==> config.mk <==
export PLATFORM = sky130hd
export DESIGN_NAME = oidl_cell
export DESIGN_NICKNAME = d
export VERILOG_FILES = /design/src/sv/oidl_pkg.sv /design/src/sv/oidl_cell.sv
export SDC_FILE = /design/constraint.sdc
export NUM_CORES = 1
export LEC_CHECK = 0
export ABC_AREA = 1
export BUFFER_PORTS_ARGS = -buffer_cell sky130_fd_sc_hd__buf_2
export CORE_AREA = 5 5 181 183
export CTS_CLUSTER_DIAMETER = 50
export DETAILED_ROUTE_END_ITERATION = 8
export DIE_AREA = 0 0 186 188
export GPL_ROUTABILITY_DRIVEN = 0
export SKIP_CTS_REPAIR_TIMING = 1
export SLEW_MARGIN = 20
export SYNTH_ARGS = -nofsm -noshare
export SYNTH_HDL_FRONTEND = slang
export SYNTH_SLANG_ARGS = --single-unit
==> constraint.sdc <==
create_clock -name i_clk -period 10.09 [get_ports i_clk]
set_clock_uncertainty 0.2 [all_clocks]
set_input_delay 1.5135 -clock i_clk [delete_from_list [all_inputs] [get_ports i_clk]]
set_output_delay 1.5135 -clock i_clk [all_outputs]
set_load 0.05 [all_outputs]
==> src/sv/oidl_pkg.sv <==
// ----------------------------------------------------------------------------
// oidl_pkg: shared types and constants of the ordered id list engine
// Sizes of the list, command and status codes, the control group that the
// top level broadcasts to every list cell, and field conversion helpers.
// ----------------------------------------------------------------------------
package oidl_pkg;

    // list size and id width
    localparam int DEPTH    = 32;
    localparam int ID_WIDTH = 64;
    localparam int IDX_W    = (DEPTH > 1) ? $clog2(DEPTH) : 1;
    localparam int CNT_W    = $clog2(DEPTH + 1);

    // port field widths
    localparam int CMD_FW    = 3;
    localparam int ID_FW     = 64;
    localparam int STATUS_FW = 2;
    localparam int COUNT_FW  = 6;

    typedef logic [ID_WIDTH-1:0] t_id;
    typedef logic [IDX_W-1:0]    t_idx;
    typedef logic [CNT_W-1:0]    t_cnt;

    // command codes
    localparam logic [CMD_FW-1:0] CMD_PUSH_TAIL = 3'd0;
    localparam logic [CMD_FW-1:0] CMD_PUSH_HEAD = 3'd1;
    localparam logic [CMD_FW-1:0] CMD_REMOVE    = 3'd2;
    localparam logic [CMD_FW-1:0] CMD_POP_HEAD  = 3'd3;
    localparam logic [CMD_FW-1:0] CMD_POP_TAIL  = 3'd4;
    localparam logic [CMD_FW-1:0] CMD_FIND      = 3'd5;

    // status codes
    localparam logic [STATUS_FW-1:0] STAT_OK   = 2'd0;
    localparam logic [STATUS_FW-1:0] STAT_MISS = 2'd1;
    localparam logic [STATUS_FW-1:0] STAT_FULL = 2'd2;

    // per-cycle update broadcast to the cells
    typedef struct packed {
        logic push_tail;   // cell at the current count takes the new id
        logic push_head;   // every cell takes its left neighbour, cell 0 the new id
        logic remove_hit;  // cells at and after the first match take the right neighbour
        logic pop_head;    // every cell takes its right neighbour
    } t_cell_ctl;

    // zero-extend a stored id into the port field
    function automatic logic [ID_FW-1:0] id_to_field(input t_id id);
        logic [ID_FW+ID_WIDTH-1:0] w;
        w = '0;
        w[ID_WIDTH-1:0] = id;
        return w[ID_FW-1:0];
    endfunction

    // low bits of the count into the port field
    function automatic logic [COUNT_FW-1:0] cnt_to_field(input t_cnt c);
        logic [COUNT_FW+CNT_W-1:0] w;
        w = '0;
        w[CNT_W-1:0] = c;
        return w[COUNT_FW-1:0];
    endfunction

endpackage

==> src/sv/oidl_cell.sv <==
// ----------------------------------------------------------------------------
// oidl_cell: one slot of the ordered id list
// Holds one id, compares it against the request id when a request is taken,
// and while the request executes passes the first-match flag and the matched id
// along the chain while shifting its contents with its neighbours.
// ----------------------------------------------------------------------------
module oidl_cell
    import oidl_pkg::*;
(
    input  logic      i_clk,
    input  logic      i_rst_n,
    input  t_idx      i_index,
    input  t_id       i_item_id,
    input  t_id       i_new_id,
    input  t_id       i_left_id,
    input  t_id       i_right_id,
    input  t_cnt      i_count,
    input  logic      i_capture,
    input  t_cell_ctl i_ctl,
    input  logic      i_hit_before,
    input  t_id       i_found_id,
    output logic      o_hit_before,
    output t_id       o_found_id,
    output t_id       o_id
);

    logic r_match;
    t_id  r_id;
    t_id  n_id;
    logic occupied;
    logic at_count;
    logic first;

    // slot position against the list length
    assign occupied = {1'b0, i_index} < {1'b0, i_count};
    assign at_count = {1'b0, i_index} == {1'b0, i_count};

    // priority chain: first match nearest the head
    assign first        = r_match & ~i_hit_before;
    assign o_hit_before = i_hit_before | r_match;
    assign o_found_id   = i_found_id | (first ? r_id : '0);
    assign o_id         = r_id;

    // compare flag taken with the request
    always_ff @(posedge i_clk) begin
        if (!i_rst_n) begin
            r_match <= 1'b0;
        end else if (i_capture) begin
            r_match <= occupied && (r_id == i_item_id);
        end
    end

    // slot contents and neighbour shifts
    always_comb begin
        n_id = r_id;
        if (i_ctl.push_tail && at_count) begin
            n_id = i_new_id;
        end else if (i_ctl.push_head) begin
            n_id = i_left_id;
        end else if (i_ctl.pop_head || (i_ctl.remove_hit && o_hit_before)) begin
            n_id = i_right_id;
        end
    end

    always_ff @(posedge i_clk) begin
        r_id <= n_id;
    end

endmodule

==> results of run 1 <==
## state kept, by name, summed over array words and instances, names as in the netlist
| signal | count |
|---|---|
| o_id | 64 |
| r_match | 1 |
## worst max-delay path by stage
| stage | start | endpoint | slack, ns | cells past startpoint |
|---|---|---|---|---|
| 2_1_floorplan | i_count[4] | o_id[0] | 5.63 | 10 |
| 5_1_grt | i_hit_before | o_found_id[31] | 5.04 | 7 |
| 3_3_place_gp | i_hit_before | o_found_id[63] | 5.20 | 7 |
| 4_1_cts | i_hit_before | o_found_id[49] | 5.15 | 7 |
| 3_5_place_dp | i_hit_before | o_found_id[49] | 5.15 | 7 |
| 6_report | i_hit_before | o_found_id[49] | 5.12 | 7 |
## cell families after synthesis
group	count (synthesis)
compound gates	132
xor+xnor	34
fa+ha+maj	5
buf+inv	103
flops	65
mux	64
simple gates	226
## tightest hold or removal path: cells and delay by family, from the launching register on
family | cells | cell delay [ns]
flip-flops | 1 | 0.39
XOR/XNOR | 1 | 0.09
AO/OA/AOI/OAI | 1 | 0.06
AND/OR/NAND/NOR | 5 | 0.24
## layer usage
layer / wire, um / GRT usage [%]
met3: 2230 / 3.36
met2: 12300 / 23.9
met4: 905 / 5.21
met5: 11 / 0
met1: 9100 / 14.0
## cell type report
type / count / share of cell area (%)
repair buffers: 472 / 29.1
clock buffers: 11 / 2.84
inverters: 72 / 3.30
well taps: 402 / 6.15
flip-flops and latches: 65 / 23.8
multi-input cells: 461 / 34.5
clock inverters: 5 / 0.398
## report_power, final
part           internal (mW)  switching (mW)
combinational          0.130           0.246
sequential             0.330          0.0283
clock                  0.166           0.137
## cells in the final DEF, fill, tap and decap left out, types with 2 or more instances in the layout
cell | Yosys | routed
inv_1 | 70 | 70
edfxtp_1 | 64 | 64
clkinvlp_4 | 0 | 2
mux2i_1 | 64 | 64
a31o_2 | 34 | 34
clkbuf_16 | 0 | 9
nor2_1 | 85 | 85
clkbuf_1 | 10 | 2
a21oi_2 | 11 | 11
or2_2 | 2 | 2
nand3_1 | 6 | 6
a21oi_1 | 55 | 55
nand2_1 | 121 | 120
o21bai_1 | 30 | 30
ha_1 | 5 | 5
clkinv_1 | 1 | 2
nor2_2 | 11 | 11
xnor2_1 | 34 | 34
buf_2 | 7 | 466
buf_4 | 2 | 6
## through the flow
stage / cell area, um2 / total power, mW / std cells
after floorplan: 5240 / 0.597 / 629
after global placement: 7920 / 0.740 / 1472
after detailed placement: 7920 / 0.744 / 1472
after CTS: 8180 / 1.06 / 1488
after global routing: 8180 / 1.09 / 1488
final: 8180 / 1.04 / 1488
==> impl_metrics.env, run 1 <==
export IMPL_run_status="finished, final reports clean"
export IMPL_synth_cell_types=24
export IMPL_fin_crit_sh_pct=49.3
export IMPL_io_pins=468
export IMPL_synth_net_count=973
export IMPL_start_util_pct=16.9
export IMPL_wire_per_inst_um=16.5
export IMPL_leakage_nw=4.30
export IMPL_fillers=3462
export IMPL_max_stage_delay_ns=0.44
export IMPL_numCtsBuffers=9
export IMPL_hold_path_class="flop to flop"
export IMPL_arrival_ns=3.26
export IMPL_whs_path_depth=7
export IMPL_path_max_fanout=36
export IMPL_cts_tree="done"
export IMPL_fin_nets=1425
export IMPL_seq_area_mm2=0.00194
export IMPL_grt_first_pass_wirelength_um=34100
export IMPL_synth_most_common_cell="nand2_1"
export IMPL_ys_async_sr_fraction_pct=0
export IMPL_n_antenna_cell=0
export IMPL_synth_edf_count=64
export IMPL_drive_gt1_share_pct=50.4
export IMPL_critPathSlowestCell="buf_4"
export IMPL_synth_commonest_cells="121 x nand2_1, 85 x nor2_1, 70 x inv_1"
export IMPL_synth_area_leaders="edfxtp_1 37%, mux2i_1 12%, nand2_1 8.7%, nor2_1 6.1%, a31o_2 5.7%"
export IMPL_reg2reg_from="r_match"
export IMPL_path_class="primary input to output pin"
export IMPL_setup_viol_count_final=0
export IMPL_drt_pass1_iterations=4
export IMPL_clock_fmax_mhz=201
export IMPL_hold_start="o_id[2]"
export IMPL_fin_crit_ns=4.97
export IMPL_drc=0
export IMPL_r2r_slack_ns=7.28
export IMPL_fin_util_pct=26.3
export IMPL_dieArea_mm2=0.0350
export IMPL_grt_use_total_pct=13.0
export IMPL_start_kind="primary input"
export IMPL_clkSlewWorstSetupHoldPaths_ns=0.07
export IMPL_design_core_area_mm2=0.0311
export IMPL_vias=6029
export IMPL_synth_compound_area_share_pct=17.3
export IMPL_ys_warn_count=0
export IMPL_dp_hpwl_um=20300
export IMPL_crit_chain="buf_2 -> clkinv_1 -> buf_4 -> nand2_1 -> buf_4 -> o21bai_1 -> buf_2"
export IMPL_place_ws_ns=5.15
export IMPL_die_h_um=188
export IMPL_syn_cell_area_mm2=0.00524
export IMPL_synth_top_area_share_pct=36.7
export IMPL_row_count=65
export IMPL_worst_slack_ns=5.12
export IMPL_powerDensity_mw_per_mm2=127
export IMPL_ys_flop_type="edfxtp_1"
export IMPL_htreeDepth=3
export IMPL_ys_ff_latch=65
export IMPL_multi_input_area_mm2=0.00282
export IMPL_yosysTopAreaCell="edfxtp_1"
export IMPL_gr_total_overflow=0
export IMPL_path_buf_inv=5
export IMPL_setup_worst_path_end_class="output pin"
export IMPL_grt_max_degree=72
export IMPL_holdPathEnd="r_match"
export IMPL_clkLatencyLatePin_ns=0.34
export IMPL_tightest_slew_ns=1.04
export IMPL_reg2regPathDepth=4
export IMPL_syn_to_final_growth_pct=56.1
export IMPL_rsz0062_at_grt="false"
export IMPL_ys_seq_area_share_pct=37.1
export IMPL_syn_inst=629
export IMPL_grt_pass1_vias=6188
export IMPL_postRouteAntennaNets=0
export IMPL_clockRootBuffer="clkbuf_16"
export IMPL_path_delay_family="buffers and inverters"
export IMPL_die_w_um=186
export IMPL_synth_top_family_by_area="compound AO/OA/AOI/OAI gates"
export IMPL_slew_limit_headroom_pct=30.4
export IMPL_vias_per_cell=4.05
export IMPL_reg2reg_to="o_id[3]"
export IMPL_vdd_drop_max_mv=0.0538
export IMPL_ctsLongestPathBuffers=2
export IMPL_drtIter0Drc=167
export IMPL_muxShareOfSynthArea_pct=12.2
export IMPL_synth_simple_gate_area_share_pct=17.1
export IMPL_portBuffers=467
export IMPL_hold_violations=0
export IMPL_synthAdderAreaFrac_pct=1.19
export IMPL_tns_ns=0
export IMPL_crit_required_ns=8.38
export IMPL_hold_ws_ns=0.613
export IMPL_cts_sinks=65
export IMPL_antenna_found_initial=1
export IMPL_routed_wl_um=24600
export IMPL_drv_slew=0
export IMPL_synth_xor_area_share_pct=5.68
export IMPL_maxCapViolations=0
export IMPL_syn_avg_cell_area_um2=8.33
Note: power is estimated with default switching activity, not from simulation.
==> run 2, diff against run 1 <==
Clock period 10.09 ns to 4 ns, I/O delays scaled along.
==> run 2 against run 1 <==
Effect of this change:
- global-route usage is 0.35 points higher
- largest cell class unchanged
- utilization is 0.26 points higher
- cell count is 0.20% higher
==> impl_metrics.env, run 2 (same netlist as run 1, synthesis figures left out) <==
export IMPL_layout_commonest_cell="buf_2"
export IMPL_switching_share_pct=37.7
export IMPL_fin_crit_ns=2.84
export IMPL_die_h_um=188
export IMPL_rsz0062_at_grt="false"
export IMPL_crit_chain="nand2_1 -> buf_4 -> o21bai_1 -> buf_2"
export IMPL_drtIter0Drc=201
export IMPL_grt_pass1_vias=6145
export IMPL_htreeDepth=3
export IMPL_setup_viol_count_final=0
export IMPL_start_kind="flop"
export IMPL_slew_limit_headroom_pct=38.6
export IMPL_grt_first_pass_wirelength_um=34800
export IMPL_largest_reg_flops=64
export IMPL_clock_fmax_mhz=352
export IMPL_leakage_nw=4.34
export IMPL_crit_required_ns=3.20
export IMPL_path_class="flop to output pin"
export IMPL_dp_hpwl_um=20900
export IMPL_p_clk_share_pct=32.0
export IMPL_grt_max_degree=129
export IMPL_row_count=65
export IMPL_startpoint="r_match"
export IMPL_wire_per_inst_um=17.0
export IMPL_reg2regPathDepth=5
export IMPL_clkSlewWorstSetupHoldPaths_ns=0.06
export IMPL_path_buf_inv=2
export IMPL_setup_worst_path_end_class="output pin"
export IMPL_tightest_slew_ns=0.921
export IMPL_holdPathEnd="r_match"
export IMPL_max_stage_delay_ns=0.81
export IMPL_portBuffers=467
export IMPL_arrival_ns=2.04
export IMPL_reg2reg_to="o_id[34]"
export IMPL_hold_path_class="primary input to flop"
export IMPL_gr_total_overflow=0
export IMPL_run_status="finished, final reports clean"
export IMPL_io_pins=468
export IMPL_tns_ns=0
export IMPL_critPathSlowestCell="dfxtp_2"
export IMPL_antenna_found_initial=2
export IMPL_reg2reg_from="r_match"
export IMPL_design_core_area_mm2=0.0311
export IMPL_drc=0
export IMPL_clockRootBuffer="clkbuf_16"
export IMPL_start_util_pct=16.9
export IMPL_final_cell_mix="466 x buf_2, 120 x nand2_1, 85 x nor2_1"
export IMPL_postRouteAntennaNets=0
export IMPL_dieArea_mm2=0.0350
export IMPL_vdd_drop_max_mv=0.136
export IMPL_p_int_mw=1.70
export IMPL_path_delay_family="flip-flops"
export IMPL_clkLatencyLatePin_ns=0.34
export IMPL_drt_pass1_iterations=4
export IMPL_fin_util_pct=26.6
export IMPL_hold_start="i_rst_n"
export IMPL_maxCapViolations=0
export IMPL_syn_to_final_growth_pct=57.7
export IMPL_r2r_slack_ns=1.39
export IMPL_grt_use_total_pct=13.4
export IMPL_power_switching_mw=1.03
export IMPL_powerDensity_mw_per_mm2=331
export IMPL_numCtsBuffers=9
export IMPL_cts_tree="done"
export IMPL_drive_gt1_share_pct=50.5
export IMPL_vias_per_cell=4.04
export IMPL_path_max_fanout=30
export IMPL_pwr_share_seq_pct=33.1
export IMPL_drv_slew=0
export IMPL_fin_crit_sh_pct=71.0
export IMPL_ctsLongestPathBuffers=2
export IMPL_whs_path_depth=3
export IMPL_n_antenna_cell=0
export IMPL_die_w_um=186
export IMPL_hold_violations=0
export IMPL_routed_wl_um=25300
export IMPL_cts_sinks=65
export IMPL_vias=6026
export IMPL_fin_nets=1428
export IMPL_pwr_share_comb_pct=34.9
==> run 2: layout make-up <==
class | count | area (um2)
clock inverters | 6 | 82.6
multi-input cells | 461 | 2820
repair buffers | 475 | 2410
well taps | 402 | 503
inverters | 72 | 270
fillers | 3399 | 22800
clock buffers | 10 | 229
flip-flops and latches | 65 | 1940
==> run 2: worst reg2reg max path, delay by kind of cell, from the launching register on <==
kind | cells | cell delay (ns)
AO/OA/AOI/OAI | 1 | 0.12
flip-flops | 1 | 0.81
AND/OR/NAND/NOR | 2 | 0.22
buffers and inverters | 2 | 0.82
==> run 2: power groups by stage <==
stage / logic [mW] / clock network, mW / registers (mW)
2_1_floorplan: 0.389 / 0 / 1.12
3_3_place_gp: 0.956 / 0 / 0.917
3_5_place_dp: 0.963 / 0 / 0.919
4_1_cts: 0.965 / 0.929 / 0.904
5_1_grt: 1.02 / 0.951 / 0.911
6_report: 0.954 / 0.874 / 0.904
==> run 2: per-layer routing <==
| layer | share of wire [%] | track usage, % | wire [um] |
|---|---|---|---|
| met1 | 38 | 14.8 | 9750 |
| met2 | 49 | 24.2 | 12500 |
| met3 | 9.3 | 3.57 | 2350 |
| met4 | 2.7 | 4.88 | 692 |
| met5 | 0.083 | 0 | 21 |
==> run 2: stage by stage <==
stage	instances	hold WS, ns	power, mW	setup WS [ns]	instance area (um2)
2_1_floorplan	629	0.464	1.51	0.452	5240
3_3_place_gp	1475	0.615	1.87	1.14	7950
3_5_place_dp	1475	0.619	1.88	1.12	7950
4_1_cts	1491	0.245	2.80	1.14	8260
5_1_grt	1491	0.262	2.88	1.01	8260
6_report	1491	0.273	2.73	1.16	8260
==> run 2: how the worst max path moves through the flow <==
stage / end / slack [ns] / cells after the start
5_1_grt: o_found_id[60] / 1.01 / 4
4_1_cts: o_found_id[55] / 1.14 / 4
6_report: o_found_id[55] / 1.16 / 4
2_1_floorplan: o_id[0] / 0.45 / 10
3_5_place_dp: o_id[31] / 1.12 / 10
3_3_place_gp: o_id[31] / 1.14 / 10
